`src/hw/rtl/lvu_pkg.sv`:
```
// Shared types and constants for the Langevin velocity update block.
// Used by every module under hw/rtl; depends on nothing.
package lvu_pkg;

  localparam int DECAY_W    = 17;
  localparam int SCALE_W    = 32;
  localparam int MASS_W     = 32;
  localparam int FRAC_W     = 16;
  localparam int NUM_SHIFT  = 32;
  localparam int NUM_W      = 50;
  localparam int ROOT_W     = NUM_W / 2;
  localparam int K_W        = SCALE_W + ROOT_W - FRAC_W;

  localparam logic [DECAY_W-1:0] DECAY_ONE   = DECAY_W'(65536);
  localparam logic [DECAY_W-1:0] DECAY_RESET = DECAY_ONE;
  localparam logic [SCALE_W-1:0] SCALE_RESET = '0;

  localparam int VEL_WIDTH_DEF   = 32;
  localparam int NOISE_WIDTH_DEF = 16;
  localparam int QUEUE_DEPTH     = 4;

  localparam int CFG_IDX_W  = 1;
  localparam int CFG_DATA_W = 32;

  typedef enum logic [CFG_IDX_W-1:0] {
    CFG_DECAY = 1'b0,
    CFG_SCALE = 1'b1
  } cfg_reg_t;

  typedef struct packed {
    logic valid;
    logic zero_mass;
  } lvu_ctl_t;

endpackage

```
`src/hw/rtl/lvu_front.sv`:
```
// Front end: input queue that takes particle beats and tags zero mass.
// Depends on lvu_pkg.
module lvu_front #(
  parameter int W = 8
) (
  input  logic                       clk,
  input  logic                       rst_n,
  input  logic                       push,
  output logic                       full,
  input  logic [W-1:0]               din,
  input  logic [lvu_pkg::MASS_W-1:0] din_mass,
  input  logic                       pop,
  output logic                       empty,
  output logic [W-1:0]               dout,
  output logic [lvu_pkg::MASS_W-1:0] dout_mass,
  output logic                       dout_zero
);

  localparam int DEPTH = lvu_pkg::QUEUE_DEPTH;
  localparam int PTR_W = $clog2(DEPTH);
  localparam int E_W   = W + lvu_pkg::MASS_W + 1;

  logic [E_W-1:0]   mem [DEPTH];
  logic [PTR_W-1:0] wr_r, wr_nxt, rd_r, rd_nxt;
  logic [PTR_W:0]   cnt_r, cnt_nxt;
  logic             wr_en, rd_en;
  logic [E_W-1:0]   head;

  assign full  = (cnt_r == (PTR_W+1)'(DEPTH));
  assign empty = (cnt_r == '0);
  assign wr_en = push && !full;
  assign rd_en = pop && !empty;

  always_comb begin
    wr_nxt  = wr_en ? PTR_W'((wr_r + 1'b1) % DEPTH) : wr_r;
    rd_nxt  = rd_en ? PTR_W'((rd_r + 1'b1) % DEPTH) : rd_r;
    cnt_nxt = cnt_r + (PTR_W+1)'(wr_en) - (PTR_W+1)'(rd_en);
  end

  always_ff @(posedge clk) begin
    if (!rst_n) begin
      wr_r  <= '0;
      rd_r  <= '0;
      cnt_r <= '0;
    end else begin
      wr_r  <= wr_nxt;
      rd_r  <= rd_nxt;
      cnt_r <= cnt_nxt;
    end
  end

  always_ff @(posedge clk) begin
    if (wr_en) begin
      mem[wr_r] <= {(din_mass == '0), din_mass, din};
    end
  end

  assign head      = mem[rd_r];
  assign dout      = head[W-1:0];
  assign dout_mass = head[W +: lvu_pkg::MASS_W];
  assign dout_zero = head[E_W-1];

endmodule

```
`config.mk`:
```
export PLATFORM = sky130hd
export DESIGN_NAME = lvu_front
export DESIGN_NICKNAME = d
export VERILOG_FILES = /design/src/hw/rtl/lvu_pkg.sv /design/src/hw/rtl/lvu_front.sv
export SDC_FILE = /design/constraint.sdc
export NUM_CORES = 1
export LEC_CHECK = 0
export ABC_AREA = 1
export BUFFER_PORTS_ARGS = -buffer_cell sky130_fd_sc_hd__buf_2
export CAP_MARGIN = 20
export CORE_UTILIZATION = 47
export CTS_BUF_LIST = sky130_fd_sc_hd__clkbuf_8
export CTS_CLUSTER_SIZE = 16
export DETAILED_ROUTE_END_ITERATION = 6
export PLACE_DENSITY = 0.72
export SLEW_MARGIN = 20
export SYNTH_ARGS = -nofsm -noshare
export SYNTH_HDL_FRONTEND = slang
export SYNTH_SLANG_ARGS = --single-unit
```
`constraint.sdc`:
```
create_clock -name clk -period 2.9 [get_ports clk]
set_input_delay 0.29 -clock clk [delete_from_list [all_inputs] [get_ports clk]]
set_output_delay 0.29 -clock clk [all_outputs]
set_load 0.02 [all_outputs]
```
==> metrics.txt, run 1 <==
worst-margin pin slew=0.851 ns; Rel. slew slack=0.432; Crit. End Element=primary output; met2 routed WL=6.67 mm; RSZ-0062 raised after global routing=false; initial antenna violation count=4; highest metal used=met5; max-cap viol count=0; share of layout cells above drive strength 1=0.223; synthesized instance count=494; slowest library cell on the worst path=buf_4; Pre-Repair DR Iteration Count=4; Die Area=14700 sq um; CP Cell Sequence=buf_4, o21ai_0, o22ai_1, buf_2; status=completed; DR vias/cell=5.29; pwr dens=854 nW/um^2; Top-Level Pins=87; starting density of the core=0.481; cts hold-fix bufs=0; cts bufs inserted=17; Max clock buf depth=2; FILL cells=1151; Hold WC Path Type=in2reg; total gr overflow=0; Pins Over Slew Limit=0; Clock transition at path regs=0.09 ns; register bit total from synthesis=173; worst-case vdd ir drop=436 uV; DP HPWL=7.96 mm; Die Span X=121 microns; distinct cell type count after synthesis=17; Post-Route M1 WL=5.55 mm; CP max stage delay=0.66 ns; setup_tns=0 ns; CTS tree=yes; largest net degree at the start of global routing=83; clock root cell=clkbuf_8; Lkg Pwr=2.72 nW; Final Skew=0.0105 ns; vias in the first global route=4145; Area growth, synth to finish=14.6%; clock latency on the worst-skew pair=0.45 ns; WL final=13.2 mm; DR WL met3=966 microns; mapped cell area=6670 sq um; I/O Buffers=86; global placer's final weighted congestion=0.786; DP Worst Slack=0.711 ns; Initial DRC Count=343; flop2flop setup slack=0.69 ns; Routed Antenna Nets=0; Period minus WS final=2.48 ns; commonest cells after routing, fill and taps aside=edfxtp_1 (164), nor2_1 (108), buf_2 (86), o21ai_1 (47), o22ai_1 (41); final setup margin=0.423 ns; Final nets=635; H-tree levels=4; Synth warnings=0; die height=121 microns; Post-CTS Setup Inserts=0; Post-Syn Nets=545; Pwr Total=0.00653 W; final-report hold violation count=0; sequential share of the synthesized area=0.765; core area=13900 sq um; first-pass GRT wire length=20.9 mm; GRT Overall Usage=0.191; residual DRC count=0; CTS Sinks=173; Core Rows=43; fmax=404 MHz; commonest non-fill, non-tap cell in the layout=edfxtp_1; WL per Instance=17.0 microns; vias=4130; worst path arrival time=2.19 ns; syn avg cell area=13.5 sq um; cts repair resizes=0; Final Core Density=0.551; crit path launch type=flip-flop; CP required=2.61 ns; Finish-stage setup viols=0; final cycle utilization of the critical path=0.854; CP max FO=82; CP Class=reg2out
[worst max-delay path, delay by kind of cell, from the launching register on]
| family | cells | cell delay (ns) |
|---|---|---|
| AO/OA/AOI/OAI | 2 | 0.49 |
| flip-flops | 1 | 0.34 |
| buffers and inverters | 2 | 0.88 |
[flip-flops by register name, summed over array words and instances, names as in the netlist, named ones only]
name	flops
mem	164
cnt_r	3
rd_r	2
wr_r	2
[layout make-up]
type	instances	area [sq um]	share of cell area
clock inverter	15	138	0.0180
tap	180	225	0.0294
timing repair buffer	96	505	0.0661
multi-input combinational	275	1350	0.177
antenna	3	7.51	0.000981
clock buffer	17	234	0.0306
sequential	173	5110	0.668
inverter	21	78.8	0.0103
[layer usage]
| metal | vias to the layer above | global-route usage |
|---|---|---|
| met5 | - | 0 |
| met4 | 2 | 0.0602 |
| met3 | 4 | 0.0602 |
| met2 | 133 | 0.312 |
| met1 | 2010 | 0.243 |
| li1 | 1981 | - |
[cells by family (layout without fill, tap and decap cells)]
kind of cell | count (synthesis) | in the layout | synth area share
flops | 173 | 173 | 0.765
xor+xnor | 1 | 1 | 0.00131
compound gates | 128 | 128 | 0.104
simple gates | 139 | 139 | 0.0791
other cells | 0 | 3 | 0
buf+inv | 46 | 149 | 0.0367
fa+ha+maj | 7 | 7 | 0.0142
[metrics by stage]
stage | cell area (sq um) | hold slack, ns | instances
2_1_floorplan | 6670 | 0.383 | 494
3_3_place_gp | 7270 | 0.448 | 745
3_5_place_dp | 7270 | 0.469 | 745
4_1_cts | 7640 | 0.0277 | 777
5_1_grt | 7650 | 0.0287 | 779
6_report | 7650 | 0.0587 | 780
[final timing paths]
path / end / start / cells after the start
max: dout_zero / flip-flop / 4
min: mem[0][32]$_DFFE_PP_ / din_mass[24] / 1
max reg2reg: cnt_r[1]$_SDFF_PN0_ / cnt_r[1]$_SDFF_PN0_ / 9
min reg2reg: flip-flop / rd_r[0]$_SDFFE_PN0P_ / 2
[cell usage after synthesis]
master    instances  area [sq um]
o22ai_1          41           257
o21ai_1          47           235
buf_6             5          56.3
buf_4             4          30.0
ha_1              6          75.1
inv_2             2          7.51
edfxtp_1        164          4920
inv_1            19          71.3
nand3_1           5          25.0
nor2_1          112           420
fa_1              1          20.0
buf_2            16          80.1
xnor2_1           1          8.76
nand2_1          22          82.6
a21oi_1           5          25.0
dfxtp_1           9           180
o21ai_0          35           175
[power by group]
part / internal (W) / switching, W
clock: 0.000692 / 0.000890
combinational: 0.000526 / 0.00129
sequential: 0.00305 / 0.0000845
total: 0.00427 / 0.00226
Power figures use the tool's default switching activity.
==> run 2, diff against run 1 <==
--- a/config.mk
+++ b/config.mk
@@ -8,6 +8,7 @@
 export ABC_AREA = 1
 export BUFFER_PORTS_ARGS = -buffer_cell sky130_fd_sc_hd__buf_2
 export CAP_MARGIN = 20
+export CORE_ASPECT_RATIO = 1.75
 export CORE_UTILIZATION = 47
 export CTS_BUF_LIST = sky130_fd_sc_hd__clkbuf_8
 export CTS_CLUSTER_SIZE = 16
==> run 2 against run 1 <==
  * Wire length is 1.2% lower
  * Sequential power barely moved
  * Count of clock-buffer cells in the layout stayed put
  * Cell area grew 0.23%
  * Power rose by 0.99%
  * Worst hold slack is essentially flat
  * Non-clock buffer count down 1
  * Via count down 0.58%
  * Die area increased by 0.13%
  * Flip-flop and latch count unchanged
  * Core utilization is essentially flat
==> metrics.txt, run 2 (same netlist as run 1, synthesis figures left out) <==
status=completed; worst-case vdd ir drop=543 uV; max-cap viol count=0; core area=13900 sq um; Top-Level Pins=87; RSZ-0062 raised after global routing=false; clock root cell=clkbuf_8; fmax=413 MHz; CP required=2.61 ns; starting density of the core=0.480; setup_tns=0 ns; clock latency on the worst-skew pair=0.44 ns; crit path launch type=flip-flop; Routed Antenna Nets=0; cts hold-fix bufs=0; Finish-stage setup viols=0; CTS tree=yes; Final Skew=0.0128 ns; Initial DRC Count=261; final cycle utilization of the critical path=0.836; I/O Buffers=86; initial antenna violation count=0; largest register by flop count=mem; Switching Share=0.339; die height=160 microns; final-report hold violation count=0; share of layout cells above drive strength 1=0.223; Int Power=0.00436 W; cts repair resizes=0; pwr dens=861 nW/um^2; Lkg Pwr=2.73 nW; CP max FO=82; slowest library cell on the worst path=buf_4; DR vias/cell=5.31; Final nets=634; Area growth, synth to finish=14.9%; total gr overflow=0; Die Area=14700 sq um; Pre-Repair DR Iteration Count=5; H-tree levels=4; cts bufs inserted=17; Crit. End Element=primary output; combinational fraction of design power=0.278; Period minus WS final=2.42 ns; vias=4106; Rel. slew slack=0.428; Die Span X=92.1 microns; diode count=0; GRT Overall Usage=0.190; number of placed cells counting well taps=741; global placer's final weighted congestion=0.759; vias in the first global route=4211; commonest non-fill, non-tap cell in the layout=edfxtp_1; crit-path leading delay family=buffers and inverters; largest net degree at the start of global routing=83; Psw=0.00223 W; WP buf/inv=2; flop2flop setup slack=0.65 ns; WL per Instance=16.9 microns; worst path arrival time=2.13 ns; Clock transition at path regs=0.09 ns; CTS Sinks=173; max reg flops=164; clock share of power=0.248; Core Rows=57; worst-margin pin slew=0.858 ns; sequential power share=0.474; fin cells=773; residual DRC count=0; CP Cell Sequence=buf_4, o21ai_1, o22ai_1, buf_2; Pins Over Slew Limit=0; first-pass GRT wire length=21.0 mm; WL final=13.1 mm; DP HPWL=7.81 mm; Hold WC Path Type=in2reg; Max clock buf depth=2; CP max stage delay=0.66 ns; CP Class=reg2out; Post-CTS Setup Inserts=0; biggest regs=mem: 164 flops, cnt_r: 3 flops; commonest cells after routing, fill and taps aside=edfxtp_1 (164), nor2_1 (108), buf_2 (86), o21ai_1 (47), o22ai_1 (41)
[run 2: cell types whose count changed in the layout (fill, tap and decap cells not counted)]
cell        change
clkinv_1        +1
clkinv_2        +1
inv_6           -2
clkinv_4        +2
buf_12          +1
inv_1           -2
buf_4           -2
diode_2         -3
bufinv_16       +1
clkinvlp_4      -1
[run 2: path summary, 6_finish.rpt]
path	to	start	depth (start not counted)
max	dout_mass[23]	flip-flop	4
min	mem[0][1]$_DFFE_PP_	din[1]	1
max reg2reg	cnt_r[2]$_SDFF_PN0_	cnt_r[1]$_SDFF_PN0_	9
min reg2reg	flip-flop	rd_r[0]$_SDFFE_PN0P_	2
[run 2: metal layers]
layer  GRT usage  share of wire
met1       0.211           0.38
met2       0.335           0.55
met3      0.0486          0.052
met4      0.0909          0.014
met5           0              0
[run 2: worst reg2reg max path: stages, from the launching register on]
cell and delay [ns]:
dfxtp_1 0.35, inv_1 0.09, nand3_1 0.19, nand2_1 0.30, ha_1 0.38, inv_1 0.04
ha_1 0.19, fa_1 0.39, nor2_1 0.14, nor2_1 0.07
[run 2: cell type report]
type | instances | area (sq um)
fillers | 1156 | 6240
flip-flops and latches | 173 | 5110
well taps | 177 | 221
inverters | 21 | 78.8
clock inverters | 15 | 161
clock buffers | 17 | 234
multi-input cells | 275 | 1350
repair buffers | 95 | 510
[run 2: metrics by stage]
step	worst slack [ns]	utilization	power, W	area [sq um]	hold WS, ns
after floorplan	0.0285	-	0.00443	6670	0.383
after detailed placement	0.654	0.523	0.00504	7270	0.465
after CTS	0.428	0.551	0.00665	7670	0.0309
after global routing	0.251	0.551	0.00692	7670	0.0219
after global placement	0.821	0.523	0.00497	7270	0.446
final	0.477	0.551	0.00660	7670	0.0590
[run 2: power by group through the flow]
stage                     Sequential (W)  Combinational (W)  Clock [W]
after global placement           0.00317            0.00180          0
final                            0.00313            0.00183    0.00164
after floorplan                  0.00318            0.00125          0
after detailed placement         0.00319            0.00185          0
after global routing             0.00315            0.00202    0.00175
after CTS                        0.00313            0.00186    0.00166
==> run 3, diff against run 2 <==
==> constraint.sdc (replaced) <==
create_clock -name clk -period 2.1 [get_ports clk]
set_input_delay 0.21 -clock clk [delete_from_list [all_inputs] [get_ports clk]]
set_output_delay 0.21 -clock clk [all_outputs]
set_load 0.02 [all_outputs]
==> run 3 against run 2 <==
  * Worst hold slack worse by 0.024 ns
  * Cell area rose by 6.8%
  * Die area did not move
  * Largest cell class unchanged
  * First-iteration DRC count is 9.2% higher
  * Count of clock-buffer cells in the layout stayed put
  * Sequential power increased by 38%
  * Critical path type unchanged
  * Setup slack lost 0.38 ns
  * Register-to-register slack got worse by 0.46 ns
==> metrics.txt, run 3 (same netlist as run 1, synthesis figures left out) <==
status=completed; pwr dens=1150 nW/um^2; Post-CTS Setup Inserts=0; Period minus WS final=2.00 ns; worst path arrival time=1.79 ns; CP Class=reg2out; final cycle utilization of the critical path=0.952; Lkg Pwr=2.96 nW; total gr overflow=0; initial antenna violation count=0; Final Skew=0.0110 ns; Die Span X=92.1 microns; Finish-stage setup viols=0; fmax=500 MHz; Pwr Total=0.00938 W; Area growth, synth to finish=22.7%; worst-margin pin slew=0.401 ns; biggest regs=mem: 164 flops, cnt_r: 3 flops; Pre-Repair DR Iteration Count=4; WL per Instance=16.6 microns; diode count=0; H-tree levels=4; crit path launch type=flip-flop; final setup margin=0.0998 ns; DP HPWL=8.08 mm; worst-case vdd ir drop=741 uV; CTS tree=yes; first-pass GRT wire length=21.5 mm; Max clock buf depth=2; commonest cells after routing, fill and taps aside=edfxtp_1 (164), nor2_1 (108), buf_2 (86), o21ai_1 (47), o22ai_1 (41); Pins Over Slew Limit=0; clock latency on the worst-skew pair=0.45 ns; largest register by flop count=mem; CP required=1.89 ns; Routed Antenna Nets=0; global placer's final weighted congestion=0.789; worst hold slack=0.0347 ns; CTS Sinks=173; Top-Level Pins=87; Core Rows=57; largest net degree at the start of global routing=45; Final nets=678; max reg flops=164; max-cap viol count=0; clock root cell=clkbuf_8; vias=4329; final-report hold violation count=0; die height=160 microns; core area=13900 sq um; Hold WC Path Type=in2reg; RSZ-0062 raised after global routing=false; DR vias/cell=5.30; CP max FO=28; share of layout cells above drive strength 1=0.220; starting density of the core=0.480; reg2reg start=cnt_r[1]$_SDFF_PN0_; Initial DRC Count=285; GRT Overall Usage=0.195; cts bufs inserted=17; Rel. slew slack=0.732; hold_sp=rst_n; WL final=13.6 mm; residual DRC count=0; vias in the first global route=4419; DP Worst Slack=0.175 ns; setup_tns=0 ns; Die Area=14700 sq um; I/O Buffers=86; commonest non-fill, non-tap cell in the layout=edfxtp_1; Clock transition at path regs=0.08 ns; Crit. End Element=primary output; Final Core Density=0.589
[run 3: cell types whose count changed in the layout (fill, tap and decap cells not counted)]
cell / previous run / this run
inv_6: 2 / 4
buf_12: 1 / 5
clkinv_2: 1 / 5
clkinvlp_4: 3 / 1
inv_2: 2 / 0
dlygate4sd3_1: 0 / 39
nand3_2: 0 / 1
buf_4: 8 / 5
inv_8: 2 / 1
clkinv_1: 2 / 0
nand3_1: 5 / 4
buf_6: 0 / 4
bufinv_16: 2 / 3
[run 3: area by class of cell]
type	count	area (sq um)
tap	177	221
timing repair buffer	139	1000
sequential	173	5110
clock inverter	15	185
clock buffer	17	234
fill	1121	5720
inverter	21	81.3
multi-input combinational	275	1360
[run 3: critical path: stages (launching register included)]
cell and delay (ns):
dfxtp_2 0.34, clkinv_2 0.19, buf_12 0.21, o21ai_0 0.11, o22ai_1 0.25, buf_2 0.23
[run 3: where the power goes]
part           internal (W)  total, W  leakage (nW)  switching [W]
Sequential          0.00421   0.00432          1.58       0.000113
Clock               0.00120   0.00238         0.213        0.00118
Combinational      0.000860   0.00268          1.18        0.00182
[run 3: routing by layer]
metal | vias up | track usage | wire length (microns)
li1 | 2068 | - | -
met1 | 2053 | 0.213 | 5100
met2 | 165 | 0.338 | 7340
met3 | 43 | 0.0495 | 697
met4 | 0 | 0.113 | 430
met5 | - | 0 | 0
[run 3: timing repair]
| item | in CTS | in global routing |
|---|---|---|
| gates resized for setup | 2 | 5 |
| hold endpoints to repair | 154 | 0 |
| endpoints found under the setup margin | 1 | 12 |
| hold buffers | 39 | 0 |
[run 3: final timing paths]
check / slack [ns] / end / cells after the start
max reg2reg: 0.19 / cnt_r[1]$_SDFF_PN0_ / 10
min: 0.03 / wr_r[1]$_SDFFE_PN0P_ / 3
max: 0.1 / dout_mass[8] / 5
min reg2reg: 0.49 / flip-flop / 2
[run 3: metrics by stage]
stage	cells	cell area (sq um)
after floorplan	494	6680
after CTS	817	8180
final	817	8190
after global routing	817	8190
after detailed placement	746	7360
after global placement	746	7360
